**src/sv/can_frame_change_table_assert.svh**
```systemverilog
// Assertion macros used by the table RTL.
`ifndef CAN_FRAME_CHANGE_TABLE_ASSERT_SVH
`define CAN_FRAME_CHANGE_TABLE_ASSERT_SVH

// Same-cycle implication, disabled during reset.
`define CFCT_ASSERT_NOW(lbl, ante, cons, msg) \
  lbl: assert property (@(posedge clk) disable iff (rst) (ante) |-> (cons)) else $error(msg);

// Next-cycle implication, disabled during reset.
`define CFCT_ASSERT_NEXT(lbl, ante, cons, msg) \
  lbl: assert property (@(posedge clk) disable iff (rst) (ante) |=> (cons)) else $error(msg);

`endif

```
**src/sv/cfct_pkg.sv**
```systemverilog
package cfct_pkg;

  localparam int ID_W    = 29;
  localparam int LEN_W   = 4;
  localparam int DATA_W  = 64;
  localparam int STAMP_W = 32;
  localparam int COUNT_W = 32;
  localparam int SLOT_W  = 5;

  localparam logic [LEN_W-1:0] MAX_LEN = 4'd8;

  localparam logic OP_RECORD = 1'b0;
  localparam logic OP_REMOVE = 1'b1;

  typedef enum logic [2:0] {
    ST_NEW       = 3'd0,
    ST_UPDATED   = 3'd1,
    ST_REFRESHED = 3'd2,
    ST_FULL      = 3'd3,
    ST_REMOVED   = 3'd4,
    ST_NOT_FOUND = 3'd5
  } status_t;

  // Contents of one table entry.
  typedef struct packed {
    logic [ID_W-1:0]    can_id;
    logic [LEN_W-1:0]   length;
    logic [DATA_W-1:0]  payload;
    logic [COUNT_W-1:0] count;
    logic [STAMP_W-1:0] stamp;
  } entry_t;

  // Allocation write broadcast to all cells.
  typedef struct packed {
    logic   en;
    entry_t entry;
  } alloc_t;

  // Search word walking down the cell chain.
  typedef struct packed {
    logic               active;
    logic               op;
    logic [ID_W-1:0]    can_id;
    logic [LEN_W-1:0]   len;
    logic [DATA_W-1:0]  data;
    logic [STAMP_W-1:0] stamp;
    logic               hit;
    logic               free_found;
    status_t            status;
    logic [COUNT_W-1:0] count;
    logic [LEN_W-1:0]   rlen;
    logic [DATA_W-1:0]  rpayload;
  } token_t;

  typedef struct packed {
    status_t            status;
    logic [SLOT_W-1:0]  slot;
    logic [COUNT_W-1:0] hit_count;
    logic [LEN_W-1:0]   stored_length;
    logic [DATA_W-1:0]  stored_payload;
  } result_t;

  // Ones over the bytes below len (len already clamped to 0..8).
  function automatic logic [DATA_W-1:0] byte_mask(input logic [LEN_W-1:0] len);
    logic [DATA_W-1:0] m;
    m = '0;
    for (int j = 0; j < DATA_W / 8; j++) begin
      m[8*j +: 8] = (LEN_W'(j) < len) ? 8'hFF : 8'h00;
    end
    return m;
  endfunction

endpackage

```
**src/sv/cfct_cell.sv**
```systemverilog
module cfct_cell #(
  parameter int IW         = 5,
  parameter int CELL_INDEX = 0
) (
  input  logic                clk,
  input  logic                rst,
  input  cfct_pkg::token_t    tok_in,
  input  logic [IW-1:0]       free_in,
  input  logic [IW-1:0]       slot_in,
  input  cfct_pkg::alloc_t    alloc,
  input  logic [IW-1:0]       alloc_idx,
  output cfct_pkg::token_t    tok_out,
  output logic [IW-1:0]       free_out,
  output logic [IW-1:0]       slot_out
);

  localparam logic [IW-1:0] MY_IDX = IW'(CELL_INDEX);

  logic                      ent_valid;
  logic                      ent_valid_next;
  cfct_pkg::entry_t          ent;
  cfct_pkg::entry_t          ent_next;
  cfct_pkg::token_t          tok_next;
  logic [IW-1:0]             free_next;
  logic [IW-1:0]             slot_next;
  logic [cfct_pkg::DATA_W-1:0] mask;
  logic                      changed;
  logic                      match;

  assign match = tok_in.active && ent_valid && !tok_in.hit && (ent.can_id == tok_in.can_id);
  assign mask  = cfct_pkg::byte_mask(tok_in.len);
  assign changed = |((ent.payload ^ tok_in.data) & mask);

  always_comb begin
    tok_next       = tok_in;
    free_next      = free_in;
    slot_next      = slot_in;
    ent_valid_next = ent_valid;
    ent_next       = ent;

    // first free entry seen on the way down
    if (tok_in.active && !ent_valid && !tok_in.free_found) begin
      tok_next.free_found = 1'b1;
      free_next           = MY_IDX;
    end

    if (match) begin
      tok_next.hit = 1'b1;
      slot_next    = MY_IDX;
      if (tok_in.op == cfct_pkg::OP_REMOVE) begin
        ent_valid_next     = 1'b0;
        tok_next.status    = cfct_pkg::ST_REMOVED;
        tok_next.count     = ent.count;
        tok_next.rlen      = ent.length;
        tok_next.rpayload  = ent.payload;
      end else begin
        ent_next.payload = (ent.payload & ~mask) | (tok_in.data & mask);
        ent_next.length  = tok_in.len;
        ent_next.stamp   = tok_in.stamp;
        if (ent.count != '1) begin
          ent_next.count = ent.count + 1'b1;
        end
        tok_next.status   = changed ? cfct_pkg::ST_UPDATED : cfct_pkg::ST_REFRESHED;
        tok_next.count    = ent_next.count;
        tok_next.rlen     = ent_next.length;
        tok_next.rpayload = ent_next.payload;
      end
    end

    if (alloc.en && alloc_idx == MY_IDX) begin
      ent_valid_next = 1'b1;
      ent_next       = alloc.entry;
    end
  end

  always_ff @(posedge clk) begin
    ent      <= ent_next;
    free_out <= free_next;
    slot_out <= slot_next;
    if (rst) begin
      ent_valid <= 1'b0;
      tok_out   <= '0;
    end else begin
      ent_valid <= ent_valid_next;
      tok_out   <= tok_next;
    end
  end

endmodule
```
**config.mk**
```make
export PLATFORM = sky130hd
export DESIGN_NAME = cfct_cell
export DESIGN_NICKNAME = d
export VERILOG_FILES = /design/src/sv/can_frame_change_table_assert.svh /design/src/sv/cfct_pkg.sv /design/src/sv/cfct_cell.sv
export SDC_FILE = /design/constraint.sdc
export NUM_CORES = 1
export LEC_CHECK = 0
export BUFFER_PORTS_ARGS = -buffer_cell sky130_fd_sc_hd__clkbuf_2
export CORE_AREA = 4 4 254 256
export CTS_CLUSTER_DIAMETER = 30
export CTS_CLUSTER_SIZE = 24
export DETAILED_ROUTE_END_ITERATION = 12
export DIE_AREA = 0 0 258 260
export PLACE_DENSITY_LB_ADDON = 0.08
export SLEW_MARGIN = 20
export SYNTH_ARGS = -nofsm -noshare
export SYNTH_HDL_FRONTEND = slang
export SYNTH_SLANG_ARGS = --single-unit
```
**constraint.sdc**
```tcl
create_clock -name clk -period 14.4 [get_ports clk]
set_input_delay 0.72 -clock clk [delete_from_list [all_inputs] [get_ports clk]]
set_output_delay 0.72 -clock clk [all_outputs]
set_load 0.05 [all_outputs]
```
==> metrics <==
Initial Utilization=between 20% and 30%; Die ar.=approximately 67,000 um^2; Yosys cell types=60; # H-tree levels=3; setup_tns=0 ns; Crit Path Max Fanout=48; Root Buffer=clkbuf_16; nets=2,673; drt wl/cell=20.3 um; die width=258 um; Post-Syn Area=16,300 um^2; hold endpoint=ent[159]; CP required=14.65 ns; port bufs=628; critical path's top delay family=simple AND/OR/NAND/NOR gates; Post-synth EDFFs=129; vias in the first global route=approximately 15,000; Post-synth top flop=dfxtp_1; post-route total power=between 4000 and 5000 uW; FF-to-FF setup slack=10.03 ns; layout cells sized above 1=between 30% and 40%; # clock sinks=between 300 and 400; slowest stage delay, CP=between 0.8 and 0.9 ns; core footprint=62,500 um^2; Pleak=0.0102 uW; Startpoint Class=flop; FMAX=about 0.23 GHz; worst-path cell chain=xor2_1 > nor4_1 > nand4_1 > or3_1 > o21ai_4 > buf_4 > buf_4; vias per inst=4.53; hold depth=1; reg2reg start=ent[158]; Max Root-Sink Buffers=3; DR iter-0 viols=790; Post-DRT Antenna Nets=0; clk_lat worst skew=0.63 ns; CP Buf/Inv Count=2; VDD IR max=a little under 100 uV; die height=~260 um; Mapped Nets=2,020; Crit path arrival time=about 4.6 ns; Synth Instances=1,604; CP Capture Type=flop; CP dominant cell by count=buf_4; Power Density=167 nW/um^2; final hold vios=0; Max Transition Viols Final=0; Final Skew=0.0325 ns; Final period util=between 30% and 40%; reg2reg end=ent[110]; Remaining DRCs=0; hold path startpoint=alloc[159]; Area Overhead vs Synth=49.0%; slowest CP cell=o21ai_4; Hold WC Path Type=in2reg; CTS resizes=0; row count=92; Slew @ Worst Pin=about 1.0 ns; antenna violations before repair=15; # setup viols final=0; Vias=14,500; min Tclk post-route=4.37 ns; dpl cells=approximately 3,000; Rel. slew slack=29.7%; flops & latches, synth=376; clock buffers created by TritonCTS=113; Syn Area/Cell=10.1 um^2; GPL Wtd Cong=0.807; total of max-cap violations=0; status=completed; total wire length=about 65 mm; CTS tree=built; yosys warns=0; All-Layer GR Usage=18.5%; post-route insts no fill=approximately 3,200; drt pass-1 iters=5; largest net degree at the start of global routing=171; Congestion Overflow GR=0; setup bufs post-CTS=0; Post-DP HPWL=48.0 mm; RSZ-0062 raised after global routing=no; cts hold-fix bufs=0; asr flop ratio synth=0%; Clk pin slew, worst setup/hold paths=0.05 ns; I/O pin cnt=between 600 and 700; CP Class=reg2reg; Worst Reg-to-Reg Cells=7; post-synthesis sequential area ratio=54.2%; first-pass GRT wire length=95.2 mm
==> where the power goes <==
| part | switching [uW] | internal, uW | total [uW] |
|---|---|---|---|
| clock network | 720 | 1810 | 2530 |
| registers | 12.3 | 1140 | 1150 |
| logic | 248 | 107 | 355 |
| total | 981 | 3060 | 4040 |
==> how the worst max path moves through the flow <==
stage          depth (start not counted)  slack, ns         from  endpoint
5_1_grt                                7       9.72     ent[156]   ent[80]
3_5_place_dp                           8       9.44  tok_in[231]  ent[101]
2_1_floorplan                          6       4.89  tok_in[229]  ent[100]
6_report                               7      10.03     ent[158]  ent[110]
3_3_place_gp                           8       9.44  tok_in[231]  ent[101]
4_1_cts                                7       9.88     ent[158]  ent[124]
==> area by class of cell <==
type / count / area (um^2)
Clock inverter: 46 / 549
Sequential cell: 376 / 8820
Tap cell: 846 / 1060
Multi-Input combinational cell: 1115 / 6990
Clock buffer: 167 / 3470
Inverter: 7 / 31.3
Timing Repair Buffer: 644 / 3310
Fill cell: 6397 / 38300
Antenna cell: 8 / 20.0
==> per-layer routing <==
layer | global-route usage (%) | part of all wire (%) | up-vias
li1 | - | - | 7026
met1 | 22.3 | 41 | 6856
met2 | 31.7 | 49 | 508
met3 | 5.49 | 7.2 | 129
met4 | 6.50 | 2.5 | 16
met5 | 0 | 0.16 | -
==> registers in the layout, indices dropped and copies added (netlist names) <==
name,cells
free_out,5
tok_out,236
slot_out,5
ent_valid,1
ent,129
==> cell families (layout without fill, tap and decap cells) <==
logic type	after synthesis	in the layout	synth area share, %
AO/OA/AOI/OAI	289	289	11.4
XOR/XNOR	139	139	7.48
AND/OR/NAND/NOR	602	602	18.6
adder cells (fa/ha/maj)	1	1	0.0769
flip-flops	376	376	54.2
multiplexers	84	84	5.17
buffers and inverters	113	864	3.14
other	0	8	0
==> cells in the final DEF, fill, tap and decap left out, types with 4 or more instances in the layout <==
master     count
clkbuf_2     626
a211oi_1      40
and2_1         7
and3_1         7
dfxtp_1      247
edfxtp_1     129
and4_1         5
bufinv_16      9
xnor2_1       44
inv_1          4
diode_2        8
clkinv_2      29
clkbuf_8      26
a311oi_1      55
nor2b_1      137
buf_4         15
nand2_1      186
clkbuf_16    122
nor3_1        19
nand3_1       23
a21oi_1       20
o21ai_1        4
xor2_1        95
nor4_1        24
nand3b_1       4
nor2_1       135
nand4_1       23
o21ai_0      145
mux2i_1       84
clkbuf_1      20
or3_1         10
==> per-stage QoR <==
stage	instance area [um^2]	setup slack [ns]	hold WS, ns	utilization (%)
final	24200	10.03	0.264	38.8
after global routing	24200	9.72	0.223	38.8
after CTS	24200	9.88	0.211	38.7
after detailed placement	20200	9.44	0.552	32.3
after global placement	20200	9.44	0.533	32.3
after floorplan	16300	4.89	0.480	-
==> synth_stat cells, types with 40 or more instances <==
master / n / area (um^2)
clkbuf_1: 66 / 248
xor2_1: 95 / 832
a311oi_1: 55 / 482
nor2_1: 135 / 507
dfxtp_1: 247 / 4940
xnor2_1: 44 / 385
a211oi_1: 40 / 300
mux2i_1: 84 / 841
nand2_1: 186 / 698
edfxtp_1: 129 / 3870
o21ai_0: 146 / 731
nor2b_1: 137 / 857
No activity file was read; power rests on OpenSTA's default activity.
